===== src/design/assert_macros.svh =====
// assertion helpers for the rtl
`ifndef ASSERT_MACROS_SVH
`define ASSERT_MACROS_SVH
`ifndef NO_ASSERTIONS
// same-cycle implication
`define HVR_ASSERT_IMP(lbl, clk, rst_n, ante, cons) \
  lbl: assert property (@(posedge clk) disable iff (!rst_n) (ante) |-> (cons)) \
    else $error("assertion failed");
// next-cycle implication
`define HVR_ASSERT_NXT(lbl, clk, rst_n, ante, cons) \
  lbl: assert property (@(posedge clk) disable iff (!rst_n) (ante) |=> (cons)) \
    else $error("assertion failed");
`else
`define HVR_ASSERT_IMP(lbl, clk, rst_n, ante, cons)
`define HVR_ASSERT_NXT(lbl, clk, rst_n, ante, cons)
`endif
`endif


===== src/design/hvr_pkg.sv =====
`default_nettype none
package hvr_pkg;

  localparam int unsigned BC_W       = 32;
  localparam int unsigned KEY_W      = 64;
  localparam int unsigned DVS_W      = 33;
  localparam int unsigned CNT_W      = 7;
  localparam int unsigned SLOT_W     = 4;
  localparam int unsigned RING_PRIME = 991;
  localparam int unsigned SPREAD_DIV = 7;
  localparam int unsigned SPREAD_MUL = 6;

  // register index codes (paddr[2])
  localparam logic REG_RING_SIZE = 1'b0;

  // phases of the spacing derivation after a register write
  localparam logic [CNT_W-1:0] STEPS_CFG  = 7'd3;
  localparam logic [CNT_W-1:0] CFG_PH_HI  = 7'd2;
  localparam logic [CNT_W-1:0] CFG_PH_QUO = 7'd1;

  // iteration counts of the serial divider
  localparam logic [CNT_W-1:0] STEPS_KEY  = 7'd64;
  localparam logic [CNT_W-1:0] STEPS_FOLD = 7'd33;

  typedef enum logic [2:0] {
    FS_IDLE,
    FS_CFG,
    FS_MOD1,
    FS_MOD2,
    FS_PUSH
  } front_state_t;

  typedef struct packed {
    logic load;
    logic step;
  } lane_ctl_t;

  typedef struct packed {
    logic            no_blocks;
    logic [BC_W-1:0] start;
    logic [BC_W-1:0] step;
  } ring_job_t;

endpackage
`default_nettype wire


===== src/design/hvr_div.sv =====
`default_nettype none
// one restoring divider lane, one quotient bit per cycle while step is high
module hvr_div (
  input  wire                                 clk,
  input  wire hvr_pkg::lane_ctl_t             ctl,
  input  wire  [hvr_pkg::KEY_W-1:0]           dividend,
  input  wire  [hvr_pkg::DVS_W-1:0]           divisor,
  output logic [hvr_pkg::DVS_W-1:0]           rem
);

  logic [hvr_pkg::DVS_W-1:0] rem_r, rem_nxt;
  logic [hvr_pkg::KEY_W-1:0] dvd_r, dvd_nxt;
  logic [hvr_pkg::DVS_W-1:0] dvs_r;
  logic [hvr_pkg::DVS_W:0]   trial;
  logic [hvr_pkg::DVS_W:0]   diff;

  // shift in next dividend bit and try a subtract
  always_comb begin
    trial   = {rem_r, dvd_r[hvr_pkg::KEY_W-1]};
    diff    = trial - {1'b0, dvs_r};
    rem_nxt = rem_r;
    dvd_nxt = dvd_r;
    if (trial >= {1'b0, dvs_r}) begin
      rem_nxt = diff[hvr_pkg::DVS_W-1:0];
      dvd_nxt = {dvd_r[hvr_pkg::KEY_W-2:0], 1'b1};
    end else begin
      rem_nxt = trial[hvr_pkg::DVS_W-1:0];
      dvd_nxt = {dvd_r[hvr_pkg::KEY_W-2:0], 1'b0};
    end
  end

  always_ff @(posedge clk) begin
    if (ctl.load) begin
      rem_r <= '0;
      dvd_r <= dividend;
      dvs_r <= divisor;
    end else if (ctl.step) begin
      rem_r <= rem_nxt;
      dvd_r <= dvd_nxt;
    end
  end

  assign rem = rem_r;

endmodule
`default_nettype wire


===== src/design/hvr_front.sv =====
`default_nettype none
// accepts hosts, derives start and spacing with two serial divider lanes
module hvr_front #(
  parameter int unsigned VNODES = 3
) (
  input  wire                          clk,
  input  wire                          rst_n,
  input  wire                          cfg_wr,
  input  wire  [hvr_pkg::BC_W-1:0]     ring_size,
  input  wire                          in_valid,
  output logic                         in_stall,
  input  wire  [31:0]                  in_ip_word,
  input  wire  [15:0]                  in_port_number,
  output logic                         job_valid,
  output hvr_pkg::ring_job_t           job,
  input  wire                          job_full
);

  // reciprocal of VNODES*7, exact for every 32-bit ring size
  localparam int unsigned DIV_C    = hvr_pkg::SPREAD_DIV * VNODES;
  localparam int unsigned RECIP_SH = 32 + $clog2(DIV_C);
  localparam logic [63:0] RECIP_M  = ((64'd1 << RECIP_SH) / 64'(DIV_C)) + 64'd1;
  localparam logic [15:0] RECIP_LO = RECIP_M[15:0];
  localparam logic [16:0] RECIP_HI = RECIP_M[32:16];
  localparam logic [6:0]  DIV_K    = 7'(DIV_C);
  localparam logic [hvr_pkg::DVS_W-1:0] PRIME_C = hvr_pkg::DVS_W'(hvr_pkg::RING_PRIME);

  hvr_pkg::front_state_t state_r, state_nxt;
  logic [hvr_pkg::CNT_W-1:0] cnt_r, cnt_nxt;
  logic [hvr_pkg::BC_W-1:0]  q_r, base_r;
  logic                      nob_r;
  logic [64:0]               acc_r;

  hvr_pkg::lane_ctl_t        ctl_a, ctl_b;
  logic [hvr_pkg::KEY_W-1:0] dvd_a, dvd_b;
  logic [hvr_pkg::DVS_W-1:0] dvs_a, dvs_b, rem_a, rem_b;
  logic [hvr_pkg::KEY_W-1:0] key;
  logic [47:0]               prod_lo;
  logic [48:0]               prod_hi;
  logic [64:0]               acc_sh;
  logic [31:0]               rem_c, base_c;
  logic [9:0]                six_r;
  logic [2:0]                frac;
  logic                      accept, ld_item, ld_fold, run, cnt_done;
  logic [hvr_pkg::BC_W-1:0]  spacing;

  assign key      = {in_ip_word, in_port_number, 16'd0};
  assign prod_lo  = ring_size * RECIP_LO;
  assign prod_hi  = ring_size * RECIP_HI;
  assign acc_sh   = acc_r >> RECIP_SH;
  assign cnt_done = (cnt_r == '0);
  assign accept   = (state_r == hvr_pkg::FS_IDLE) && !cfg_wr && in_valid;
  assign ld_item  = accept && (ring_size != '0);
  assign ld_fold  = (state_r == hvr_pkg::FS_MOD1) && cnt_done;
  assign run      = !cnt_done && ((state_r == hvr_pkg::FS_CFG) ||
                    (state_r == hvr_pkg::FS_MOD1) || (state_r == hvr_pkg::FS_MOD2));

  // next state
  always_comb begin
    state_nxt = state_r;
    unique case (state_r)
      hvr_pkg::FS_IDLE: begin
        if (accept) state_nxt = (ring_size == '0) ? hvr_pkg::FS_PUSH : hvr_pkg::FS_MOD1;
      end
      hvr_pkg::FS_CFG:  if (cnt_done) state_nxt = hvr_pkg::FS_IDLE;
      hvr_pkg::FS_MOD1: if (cnt_done) state_nxt = hvr_pkg::FS_MOD2;
      hvr_pkg::FS_MOD2: if (cnt_done) state_nxt = hvr_pkg::FS_PUSH;
      hvr_pkg::FS_PUSH: if (!job_full) state_nxt = hvr_pkg::FS_IDLE;
      default:          state_nxt = hvr_pkg::FS_IDLE;
    endcase
    if (cfg_wr) state_nxt = hvr_pkg::FS_CFG;
  end

  // lane control and operand selection
  always_comb begin
    ctl_a.load = ld_item || ld_fold;
    ctl_a.step = !cnt_done &&
                 ((state_r == hvr_pkg::FS_MOD1) || (state_r == hvr_pkg::FS_MOD2));
    ctl_b.load = ld_item;
    ctl_b.step = !cnt_done && (state_r == hvr_pkg::FS_MOD1);
    if (ld_fold) begin
      dvd_a = {rem_a, 31'd0};
      dvs_a = {1'b0, ring_size};
    end else begin
      dvd_a = key;
      dvs_a = {1'b0, ring_size} + PRIME_C;
    end
    dvd_b = key;
    dvs_b = {1'b0, q_r};
    cnt_nxt = cnt_r;
    if (cfg_wr)       cnt_nxt = hvr_pkg::STEPS_CFG;
    else if (ld_item) cnt_nxt = hvr_pkg::STEPS_KEY;
    else if (ld_fold) cnt_nxt = hvr_pkg::STEPS_FOLD;
    else if (run)     cnt_nxt = cnt_r - 1'b1;
  end

  // spread base: six times the quotient plus the share of the remainder
  always_comb begin
    rem_c = ring_size - (q_r * {25'd0, DIV_K});
    six_r = ({3'd0, rem_c[6:0]} << 2) + ({3'd0, rem_c[6:0]} << 1);
    frac  = '0;
    for (int k = 1; k < 6; k++) begin
      if (six_r >= 10'(k * DIV_C)) frac = frac + 3'd1;
    end
    base_c = (q_r << 2) + (q_r << 1) + {29'd0, frac};
  end

  // handshake and job outputs
  always_comb begin
    in_stall  = (state_r != hvr_pkg::FS_IDLE) || cfg_wr;
    job_valid = (state_r == hvr_pkg::FS_PUSH);
    if (q_r == '0) spacing = (ring_size == 32'd1) ? '0 : 32'd1;
    else           spacing = rem_b[hvr_pkg::BC_W-1:0] + base_r;
    job.no_blocks = nob_r;
    job.start     = rem_a[hvr_pkg::BC_W-1:0];
    job.step      = spacing;
  end

  always_ff @(posedge clk) begin
    if (!rst_n) begin
      state_r <= hvr_pkg::FS_IDLE;
      cnt_r   <= '0;
      q_r     <= '0;
      base_r  <= '0;
      nob_r   <= 1'b0;
      acc_r   <= '0;
    end else begin
      state_r <= state_nxt;
      cnt_r   <= cnt_nxt;
      if (accept) nob_r <= (ring_size == '0);
      // spacing terms after a register write, one phase per cycle until another write restarts them
      if (!cfg_wr && (state_r == hvr_pkg::FS_CFG)) begin
        if (cnt_r == hvr_pkg::STEPS_CFG)       acc_r  <= {17'd0, prod_lo};
        else if (cnt_r == hvr_pkg::CFG_PH_HI)  acc_r  <= acc_r + {prod_hi, 16'd0};
        else if (cnt_r == hvr_pkg::CFG_PH_QUO) q_r    <= acc_sh[31:0];
        else if (cnt_done)                     base_r <= base_c;
      end
    end
  end

  hvr_div u_lane_a (
    .clk(clk), .ctl(ctl_a), .dividend(dvd_a), .divisor(dvs_a), .rem(rem_a)
  );

  hvr_div u_lane_b (
    .clk(clk), .ctl(ctl_b), .dividend(dvd_b), .divisor(dvs_b), .rem(rem_b)
  );

endmodule
`default_nettype wire


===== src/design/hvr_fifo.sv =====
`default_nettype none
// two-entry job queue between front and back
module hvr_fifo (
  input  wire                 clk,
  input  wire                 rst_n,
  input  wire                 push,
  input  wire hvr_pkg::ring_job_t push_job,
  output logic                full,
  input  wire                 pop,
  output logic                not_empty,
  output hvr_pkg::ring_job_t  head
);

  hvr_pkg::ring_job_t mem_r [2];
  logic       wr_ptr_r, rd_ptr_r;
  logic [1:0] count_r;
  logic       do_push, do_pop;

  assign full      = (count_r == 2'd2);
  assign not_empty = (count_r != 2'd0);
  assign do_push   = push && !full;
  assign do_pop    = pop && not_empty;
  assign head      = mem_r[rd_ptr_r];

  // storage
  always_ff @(posedge clk) begin
    if (do_push) mem_r[wr_ptr_r] <= push_job;
  end

  // pointers and fill
  always_ff @(posedge clk) begin
    if (!rst_n) begin
      wr_ptr_r <= 1'b0;
      rd_ptr_r <= 1'b0;
      count_r  <= 2'd0;
    end else begin
      if (do_push) wr_ptr_r <= !wr_ptr_r;
      if (do_pop)  rd_ptr_r <= !rd_ptr_r;
      count_r <= count_r + {1'b0, do_push} - {1'b0, do_pop};
    end
  end

endmodule
`default_nettype wire


===== src/design/hvr_back.sv =====
`default_nettype none
`include "assert_macros.svh"
// walks the ring for one host, one slot per cycle unless the output is stalled, into the output register
module hvr_back #(
  parameter int unsigned VNODES = 3
) (
  input  wire                        clk,
  input  wire                        rst_n,
  input  wire                        job_valid,
  input  wire hvr_pkg::ring_job_t    job,
  output logic                       job_pop,
  input  wire  [hvr_pkg::BC_W-1:0]   ring_size,
  output logic                       out_valid,
  input  wire                        out_stall,
  output logic [31:0]                out_vnode_index,
  output logic [3:0]                 out_slot,
  output logic                       out_unavailable,
  output logic                       out_no_blocks,
  output logic                       out_last
);

  localparam logic [hvr_pkg::SLOT_W-1:0] LAST_SLOT = hvr_pkg::SLOT_W'(VNODES - 1);

  logic                          active_r, nob_r, out_valid_r;
  logic [hvr_pkg::SLOT_W-1:0]    slot_r;
  logic [hvr_pkg::BC_W-1:0]      blk_r, step_r, blk_nxt;
  logic [hvr_pkg::BC_W-1:0]      placed_r [VNODES];
  logic [VNODES-1:0]             hit;
  logic [hvr_pkg::BC_W:0]        sum;
  logic                          emit, rep, is_last;
  logic [31:0]                   idx_r;
  logic [3:0]                    oslot_r;
  logic                          unav_r, onob_r, olast_r;

  assign emit    = active_r && (!out_valid_r || !out_stall);
  assign job_pop = !active_r && job_valid;
  assign is_last = nob_r || (slot_r == LAST_SLOT);
  assign rep     = |hit;

  // compare against earlier slots of this host
  always_comb begin
    for (int j = 0; j < VNODES; j++) begin
      hit[j] = (hvr_pkg::SLOT_W'(j) < slot_r) && (placed_r[j] == blk_r);
    end
  end

  // advance around the ring
  always_comb begin
    sum = {1'b0, blk_r} + {1'b0, step_r};
    if (sum >= {1'b0, ring_size}) blk_nxt = hvr_pkg::BC_W'(sum - {1'b0, ring_size});
    else                          blk_nxt = sum[hvr_pkg::BC_W-1:0];
  end

  // control
  always_ff @(posedge clk) begin
    if (!rst_n) begin
      active_r    <= 1'b0;
      out_valid_r <= 1'b0;
    end else begin
      if (job_pop) active_r <= 1'b1;
      else if (emit && is_last) active_r <= 1'b0;
      if (emit) out_valid_r <= 1'b1;
      else if (!out_stall) out_valid_r <= 1'b0;
    end
  end

  // walk state and result register
  always_ff @(posedge clk) begin
    if (job_pop) begin
      nob_r  <= job.no_blocks;
      blk_r  <= job.start;
      step_r <= job.step;
      slot_r <= '0;
    end else if (emit) begin
      blk_r  <= blk_nxt;
      slot_r <= slot_r + 1'b1;
    end
    if (emit) begin
      idx_r   <= (nob_r || rep) ? '0 : blk_r;
      oslot_r <= nob_r ? '0 : slot_r;
      unav_r  <= !nob_r && rep;
      onob_r  <= nob_r;
      olast_r <= is_last;
    end
  end

  // remember each slot's block
  for (genvar g = 0; g < VNODES; g++) begin : g_placed
    always_ff @(posedge clk) begin
      if (emit && (slot_r == hvr_pkg::SLOT_W'(g))) placed_r[g] <= blk_r;
    end
  end

  assign out_valid       = out_valid_r;
  assign out_vnode_index = idx_r;
  assign out_slot        = oslot_r;
  assign out_unavailable = unav_r;
  assign out_no_blocks   = onob_r;
  assign out_last        = olast_r;

  `HVR_ASSERT_IMP(a_nob_last, clk, rst_n, out_valid && out_no_blocks, out_last)
  `HVR_ASSERT_IMP(a_unav_zero, clk, rst_n, out_valid && out_unavailable, out_vnode_index == '0)
  `HVR_ASSERT_IMP(a_slot_range, clk, rst_n, out_valid, out_slot <= LAST_SLOT)
  `HVR_ASSERT_NXT(a_last_idle, clk, rst_n, emit && is_last && !job_pop, !active_r)

endmodule
`default_nettype wire


===== src/design/host_vnode_ring_placement_core.sv =====
`default_nettype none
// host placement on a ring of data blocks with VNODES virtual nodes per host
// input channel: in_valid / in_stall carry one host request (address and port)
// output channel: out_valid / out_stall carry one result per virtual node,
//   slot 0 first, out_last on the final one; an empty ring gives one result
//   flagged out_no_blocks
// configuration: apb port, ring size register at byte address 0; a write
//   holds in_stall high in its access cycle and while the spacing terms
//   are derived by reciprocal multiplication
// a request taken on a nonempty ring passes key reduction and then start
//   folding in the bit-serial divider lanes, then the queue and the output
//   register; an empty ring skips the divider lanes
// the front end takes a new host only once the lanes are done with the last
//   and its job is queued; the back end emits VNODES results at one per cycle from a queue while out_stall is low
// reset: ring size zero, queue empty, no result pending
// a stalled receiver holds the output register; the queue then fills and
//   in_stall stays high
module host_vnode_ring_placement_core #(
  parameter int unsigned VNODES = 3
) (
  input  wire         clk,
  input  wire         rst_n,
  input  wire         in_valid,
  output logic        in_stall,
  input  wire  [31:0] in_ip_word,
  input  wire  [15:0] in_port_number,
  output logic        out_valid,
  input  wire         out_stall,
  output logic [31:0] out_vnode_index,
  output logic [3:0]  out_slot,
  output logic        out_unavailable,
  output logic        out_no_blocks,
  output logic        out_last,
  input  wire         psel,
  input  wire         penable,
  input  wire         pwrite,
  input  wire  [2:0]  paddr,
  input  wire  [31:0] pwdata,
  output logic [31:0] prdata,
  output logic        pready
);

  logic [hvr_pkg::BC_W-1:0] ring_size_r;
  logic                     cfg_wr;
  logic                     job_valid, job_full, q_valid, q_pop;
  hvr_pkg::ring_job_t       job, q_head;

  // register port
  assign pready = 1'b1;
  assign cfg_wr = psel && penable && pwrite && (paddr[2] == hvr_pkg::REG_RING_SIZE);
  assign prdata = (paddr[2] == hvr_pkg::REG_RING_SIZE) ? ring_size_r : '0;

  always_ff @(posedge clk) begin
    if (!rst_n) begin
      ring_size_r <= '0;
    end else if (cfg_wr) begin
      ring_size_r <= pwdata;
    end
  end

  hvr_front #(.VNODES(VNODES)) u_front (
    .clk(clk), .rst_n(rst_n), .cfg_wr(cfg_wr),
    .ring_size(ring_size_r), .in_valid(in_valid), .in_stall(in_stall),
    .in_ip_word(in_ip_word), .in_port_number(in_port_number),
    .job_valid(job_valid), .job(job), .job_full(job_full)
  );

  hvr_fifo u_fifo (
    .clk(clk), .rst_n(rst_n), .push(job_valid), .push_job(job), .full(job_full),
    .pop(q_pop), .not_empty(q_valid), .head(q_head)
  );

  hvr_back #(.VNODES(VNODES)) u_back (
    .clk(clk), .rst_n(rst_n), .job_valid(q_valid), .job(q_head), .job_pop(q_pop),
    .ring_size(ring_size_r), .out_valid(out_valid), .out_stall(out_stall),
    .out_vnode_index(out_vnode_index), .out_slot(out_slot),
    .out_unavailable(out_unavailable), .out_no_blocks(out_no_blocks), .out_last(out_last)
  );

endmodule
`default_nettype wire

===== config.mk =====
export PLATFORM = sky130hd
export DESIGN_NAME = host_vnode_ring_placement_core
export DESIGN_NICKNAME = d
export VERILOG_FILES = /design/src/design/hvr_pkg.sv /design/src/design/hvr_div.sv /design/src/design/hvr_front.sv /design/src/design/hvr_fifo.sv /design/src/design/hvr_back.sv /design/src/design/host_vnode_ring_placement_core.sv
export VERILOG_INCLUDE_DIRS = /design/src /design/src/design
export SDC_FILE = /design/constraint.sdc
export NUM_CORES = 2
export LEC_CHECK = 0
export BUFFER_PORTS_ARGS = -buffer_cell sky130_fd_sc_hd__buf_2
export CAP_MARGIN = 0
export CORE_UTILIZATION = 50
export CTS_BUF_LIST = sky130_fd_sc_hd__clkbuf_4 sky130_fd_sc_hd__clkbuf_8 sky130_fd_sc_hd__clkbuf_16
export CTS_CLUSTER_DIAMETER = 200
export DETAILED_ROUTE_END_ITERATION = 10
export PLACE_DENSITY = 0.66
export SYNTH_ARGS = -nofsm -noshare
export SYNTH_HDL_FRONTEND = slang
export SYNTH_SLANG_ARGS = --single-unit
export TNS_END_PERCENT = 1

===== constraint.sdc =====
create_clock -name clk -period 15.4 [get_ports clk]
set_input_delay 2.31 -clock clk [delete_from_list [all_inputs] [get_ports clk]]
set_output_delay 2.31 -clock clk [all_outputs]
set_load 0.01 [all_outputs]

# After elaboration in Yosys (flattened, before gate mapping)
# Memory sizes are Yosys's and may differ from the RTL's. A register that Yosys moved wholly into a read port is not among the register bits.
# Index checks and enable logic that the tools add are counted.
[totals]
register_bits = 537
ramBits = 226
in_bits = 90
wordCells = 220
mem_count = 2
[op_classes]
n_addsub = 19
n_mul = 3
magnitude_cmp = 11
eq_ne = 25
muxes = 55
bitwise_logic = 5
reduce_logical = 67
[memory_table]
columns = ["memory", "depth", "width", "rd", "rd_ports_with_merged_regs", "write_ports", "line_no", "text"]
rows = [
  ["u_fifo.mem_r", 2, 65, 1, 1, 1, "hvr_fifo.sv:14", "hvr_pkg::ring_job_t mem_r [2];"],
  ["u_back.placed_r", 3, 32, 3, 0, 1, "hvr_back.sv:27", "logic [hvr_pkg::BC_W-1:0] placed_r [VNODES];"],
]
[op_table]
columns = ["op", "n"]
rows = [
  ["2-to-1 mux 64 bit", 5],
  ["2-to-1 mux 32 bit", 8],
  ["2-to-1 mux 65 bit", 2],
  ["== test 32 bit", 3],
  ["2-to-1 mux 33 bit", 2],
  ["adder 65 bit", 1],
  ["zero test 32 bit", 2],
  ["OR reduction 32 bit", 2],
  ["multiplier 32 x 15 -> 47 bit (second input constant)", 1],
  ["multiplier 32 x 14 -> 46 bit (second input constant)", 1],
  ["greater-or-equal comparator 34 x 28 -> 1 bit", 1],
  ["greater-or-equal comparator 34 x 33 -> 1 bit", 1],
  ["adder 32 x 10 -> 33 bit (second input constant)", 1],
  ["adder 32 x 32 -> 33 bit", 1],
  ["greater-or-equal comparator 33 x 32 -> 1 bit", 1],
  ["subtractor 33 x 28 -> 33 bit", 1],
  ["subtractor 33 bit", 1],
  ["adder 32 x 3 -> 32 bit", 1],
  ["adder 32 bit", 1],
  ["== test 32 x 1 -> 1 bit (second input constant)", 1],
  ["nonzero test 32 bit", 1],
  ["subtractor 32 bit", 1],
  ["adder 30 x 29 -> 31 bit", 1],
  ["2-to-1 mux 3 bit", 10],
  ["other kinds (46)", 135],
]

# Depth between registers and ports, before layout
[logic_depth]
ltp_word = 14
depth_mapped = 37

# Cells and area by module
# Synthesis repeated with hierarchy kept, for this count alone.
[unflattened]
cells_unflattened = 5633
area_unflattened_um2 = 56436.6
[modules_own_cells]
columns = ["module", "n_inst", "cells_per_inst", "area_each_um2"]
rows = [
  ["hvr_front", 1, 2901, 23719.0],
  ["hvr_div", 2, 660, 7244.4],
  ["hvr_back", 1, 1007, 11561.1],
  ["hvr_fifo", 1, 228, 5129.9],
  ["host_vnode_ring_placement_core", 1, 177, 1537.7],
]

# Worst setup path before layout
# No wires, ideal clock.
[synth_timing]
kind = "register -> register"
start = "register ring_size_r[2] (netlist bit)"
end = "register u_front.acc_r[64]"
t_arrival_ns = 8.241
required_ns = 15.321
setup_slack_ns = 7.080
stages_incl_launch_ff = 32
path_cell_list = "dfxtp_1 > inv_1 > ha_1 > ha_1 > xor2_1 > ha_1 > fa_1 > fa_1 > inv_1 > fa_1 > inv_1 > ha_1 > a2111oi_0 > nor4bb_1 > o21ai_0 > nand4_1 > o211ai_1 > o21ai_0 > o21ai_0 > xor2_1 > ha_1 > a21o_1 > a21o_1 > a21o_1 > a21oi_1 > nor2b_1 > a311oi_1 > o31ai_2 > a311o_1 > or3_1 > and2_1 > o211ai_1"
[synth_between]
elab_chain_len = 4
[synth_lines]
columns = ["element", "line_no", "text"]
rows = [
  ["from (decl)", "host_vnode_ring_placement_core.sv:43", "logic [hvr_pkg::BC_W-1:0] ring_size_r;"],
  ["from (signal assigned)", "host_vnode_ring_placement_core.sv:57", "ring_size_r <= pwdata;"],
  ["multiplier 32 x 14 -> 46 bit", "hvr_front.sv:49", "assign prod_hi = ring_size * RECIP_HI;"],
  ["adder 65 bit", "hvr_front.sv:134", "else if (cnt_r == hvr_pkg::CFG_PH_HI) acc_r <= acc_r + {prod_hi, 16'd0};"],
  ["2-to-1 mux 65 bit", "hvr_front.sv:134", ""],
  ["2-to-1 mux 65 bit", "hvr_front.sv:133", "if (cnt_r == hvr_pkg::STEPS_CFG) acc_r <= {17'd0, prod_lo};"],
  ["to (signal assigned)", "hvr_front.sv:133", ""],
  ["to (signal assigned)", "hvr_front.sv:134", ""],
  ["to (decl)", "hvr_front.sv:32", "logic [64:0] acc_r;"],
]
# Every way passes these cells. The select of a mux whose other input is x is not followed.
# A chain may end at the register's enable or synchronous reset.

# Worst setup path after layout
[layout_timing]
start = "register ring_size_r[3] (netlist bit)"
end = "register u_front.acc_r[64]"
# Same word-level chain as after synthesis.

==> PnR_summary.wiki <==
{| class="wikitable"
! Metric !! Value
|-
| Worst-path fanout max || 10
|-
| Achievable frequency || 101 MHz
|-
| Crit path capture type || flip-flop
|-
| Buffers and inverters on the worst path || 3
|-
| Post-synthesis cell type count || 102
|-
| Via Count || 40800
|-
| RSZ-0062 raised after global routing || false
|-
| Via count of the first global-routing pass || 38700
|-
| Worst slew margin relative to its limit || 26.6%
|-
| Clock latency on the worst-skew pair || between 0.6 and 0.7 ns
|-
| Most frequent cell after synthesis || ha_1
|-
| Area Overhead vs Synth || 9.85%
|-
| Number of antenna violations at the first check in global routing || 2
|-
| Global route total overflow || 0
|-
| Number of top-level pins || 164
|-
| Post-route cell area || roughly 0.059 mm2
|-
| Port bufs || between 150 and 200
|-
| Data required time of the critical path || 15.99 ns
|-
| Maximum number of pins on one net before global-route repair || 80
|-
| Synthesized flop and latch total || 745
|-
| Power density over the cells || 176 mW/mm2
|-
| Final GP Congestion || 0.945
|-
| Worst setup slack for register-to-register paths || 5.46 ns
|-
| Quantity of gates resized following cts || 0
|-
| TritonCTS buffer count || 82
|-
| Iter 0 DRT Violations || 2869
|-
| Number of filler instances in the final layout || 9572
|-
| Post-Synthesis Cell Area || 0.0539 mm2
|-
| Die height || approximately 330 um
|-
| Estimated wirelength of the detail-placed design || 117000 um
|-
| Kind of start point of the critical path || flip-flop
|-
| Number of violations of the max-capacitance limit || 0
|-
| Critical hold path startpoint || u_front.u_lane_b.dvd_r[5]$_SDFFE_PP0P_
|-
| Slew of the pin with the lowest slew margin || roughly 1.1 ns
|-
| Number of failing setup endpoints in the final timing report || 0
|-
| Worst EP arrival || 10.53 ns
|-
| Count of warnings emitted by yosys || 0
|-
| Critical Path Max Stage Delay || 0.63 ns
|-
| Capture instance of the worst register-to-register path || u_front.acc_r[64]$_SDFFE_PN0P_
|-
| Clock edge transition at the registers on the reported setup and hold paths || 0.06 ns
|-
| Ratio of final minimum period to clock period || between 60% and 70%
|-
| Clock Tree Root || clkbuf_16
|-
| Worst R2R Start || ring_size_r[3]$_SDFFE_PN0P_
|-
| Fraction of final layout cells sized beyond drive strength 1 || 8.32%
|-
| Share of async-settable or async-resettable flops after synthesis || 0%
|-
| Worst hold stages || 2
|-
| Cell repeated most along the worst path || ha_1
|-
| Worst min path class || flip-flop to flip-flop
|-
| Cell area reported after detailed placement || 0.0563 mm2
|-
| DR DRC count || 0
|-
| Logic depth of the worst register-to-register path || 31
|-
| Area taken by multi-input logic gates || 0.0312 mm2
|-
| Placement Rows || 120
|-
| Largest clock skew in the final design || 0.0282 ns
|-
| Setup TNS || 0 ns
|-
| CTS tree || built
|-
| Flip-flop and latch area || 0.0200 mm2
|-
| Primary flip-flop cell chosen by synthesis mapping || edfxtp_1
|-
| Die Footprint || roughly 0.11 mm2
|-
| Biggest area consumer among synthesized cells || edfxtp_1
|-
| CTS max path bufs || 3
|-
| Average cell area after synthesis || just under 10 um2
|-
| Area of the core region || 0.107 mm2
|-
| Post-detailed-routing wire length || 151000 um
|-
| Post-CTS Repair Setup Buffers || 0
|-
| Overall Global Routing Usage || 27.5%
|-
| Cell types occupying the most area after synthesis || edfxtp_1 (28%), ha_1 (13%), dfxtp_1 (9.0%)
|-
| PnR Total Power || about 0.010 W
|-
| Number of synthesized flops with an enable pin || just over 500
|-
| Instance count of the mapped netlist || roughly 5500
|-
| # hold bufs at CTS || 0
|-
| Cell family contributing the most delay on the critical path || adder cells
|-
| Hold EP || u_front.u_lane_b.dvd_r[6]$_SDFFE_PP0P_
|-
| Overall die width || 330 um
|-
| Most frequent cells after synthesis || ha_1 (560), inv_1 (555), edfxtp_1 (503), nand2_1 (495), a21oi_1 (382)
|-
| Reported leakage power || 26.8 nW
|-
| Net count, final || 6471
|-
| Max Transition Viols Final || 0
|-
| Post-DR vias/cell || 5.76
|-
| Startpoint-to-endpoint class of the critical path || flip-flop to flip-flop
|-
| Slowest CP cell || dfxtp_1
|-
| Run status || finished clean
|-
| Proportion of netlist area held by the largest area contributor || 28.0%
|-
| Sequential fraction of the synthesis area || 37.0%
|-
| TritonRoute pass-1 iters || 5
|-
| Final hold violation count || 0
|-
| First-pass GRT wire length || 229000 um
|-
| Period minus WS final || 9.94 ns
|-
| Effective utilization at floorplan || approximately 50%
|-
| Total clock sinks || approximately 750
|-
| Worst ir drop on vdd || 0.204 mV
|-
| Routed length per placed instance || 21.3 um
|-
| Syn nets || between 6000 and 7000
|-
| Post-layout utilization of the core || ~55%
|-
| Final ANT Viol Nets || 0
|-
| Number of H-tree levels || 3
|}
==> flip-flops by register name (all words and copies together) (netlist names), 2 cells and up, named ones only <==
signal and flops:
ring_size_r 32, u_back.blk_r 32, u_back.out_slot 4, u_back.out_vnode_index 32, u_back.placed_r 96, u_back.slot_r 4, u_back.step_r 32, u_fifo.count_r 2
u_fifo.mem_r 130, u_front.acc_r 46, u_front.base_r 32, u_front.cnt_r 7, u_front.q_r 28, u_front.state_r 3, u_front.u_lane_a.dvd_r 64, u_front.u_lane_a.dvs_r 33
u_front.u_lane_a.rem 33, u_front.u_lane_b.dvd_r 64, u_front.u_lane_b.dvs_r 28, u_front.u_lane_b.rem 33
==> layer usage <==
metal	wire, um	GRT usage, %	up-vias
met2	68900	43.7	1231
met1	65400	37.2	19700
met4	6590	11.2	2
li1	-	-	19600
met3	10400	4.74	256
met5	11	0	-
==> cell families after synthesis <==
logic type / count (synthesis) / synth area share (%)
and+or+nand+nor: 1404 / 12.3
other: 1 / 0.00696
buffers and inverters: 724 / 5.07
muxes: 116 / 2.25
adders and majority gates: 764 / 20.6
AOI/OAI and AO/OA: 1273 / 15.2
DFF: 745 / 37.0
xor gates and xnor gates: 456 / 7.47
==> how the worst max path moves through the flow <==
stage / start / endpoint / slack [ns] / cells past startpoint
CTS: ring_size_r[3]$_SDFFE_PN0P_ / u_front.acc_r[64]$_SDFFE_PN0P_ / 5.52 / 31
detailed placement: ring_size_r[3]$_SDFFE_PN0P_ / u_front.acc_r[64]$_SDFFE_PN0P_ / 5.54 / 31
floorplan: ring_size_r[2]$_SDFFE_PN0P_ / u_front.acc_r[64]$_SDFFE_PN0P_ / 7.08 / 31
global route: ring_size_r[3]$_SDFFE_PN0P_ / u_front.acc_r[64]$_SDFFE_PN0P_ / 4.94 / 31
finish: ring_size_r[3]$_SDFFE_PN0P_ / u_front.acc_r[64]$_SDFFE_PN0P_ / 5.46 / 31
global placement: ring_size_r[3]$_SDFFE_PN0P_ / u_front.acc_r[64]$_SDFFE_PN0P_ / 5.65 / 31
==> where the power goes <==
part / switching [W] / leakage (nW) / internal [W]
sequential: 0.000382 / 6.61 / 0.00290
clock: 0.000867 / 1.43 / 0.00122
combinational: 0.00307 / 18.8 / 0.00196
==> placed cells by master, fill, tap and decap left out, types with 24 or more instances in the layout <==
cell type  instances
a22o_1            40
inv_1            551
nand2b_1          44
ha_1             560
o21bai_1          33
mux2_2            35
nand3_1          113
a22oi_1           45
clkbuf_16         82
and3_1            55
xor2_1           207
nor3_1            70
edfxtp_1         503
a21oi_1          382
fa_1             204
dfxtp_1          241
xnor2_1          246
nor4_1            31
buf_2            160
o21ai_0          255
and2_1            55
a211oi_1          78
nor2_1           327
nand4_1           53
a31oi_1           44
nand2_1          495
o211ai_1          24
a21o_1           144
buf_4             56
o21a_1            36
mux2i_1           80
nor2b_1           67
==> through the flow <==
step           cells  worst slack, ns  hold WS (ns)
2_1_floorplan   5483             7.08         0.415
3_3_place_gp    6936             5.65         0.425
3_5_place_dp    6936             5.54         0.430
4_1_cts         7088             5.52         0.440
5_1_grt         7088             4.94         0.461
6_report        7090             5.46         0.440
==> tightest hold or removal path, stage by stage, from the launching register on <==
cell and delay, ns:
dfxtp_1 0.31, nand2_1 0.05, nand2_1 0.04
==> area by class of cell <==
class,instances,share of cell area [%]
Timing Repair Buffer,216,2.06
Sequential cell,745,33.7
Clock buffer,104,3.86
Inverter,558,3.55
Antenna cell,2,0.00846
Tap cell,1403,2.97
Multi-Input combinational cell,4014,52.8
Clock inverter,48,1.01
Note: power is estimated with default switching activity, not from simulation.
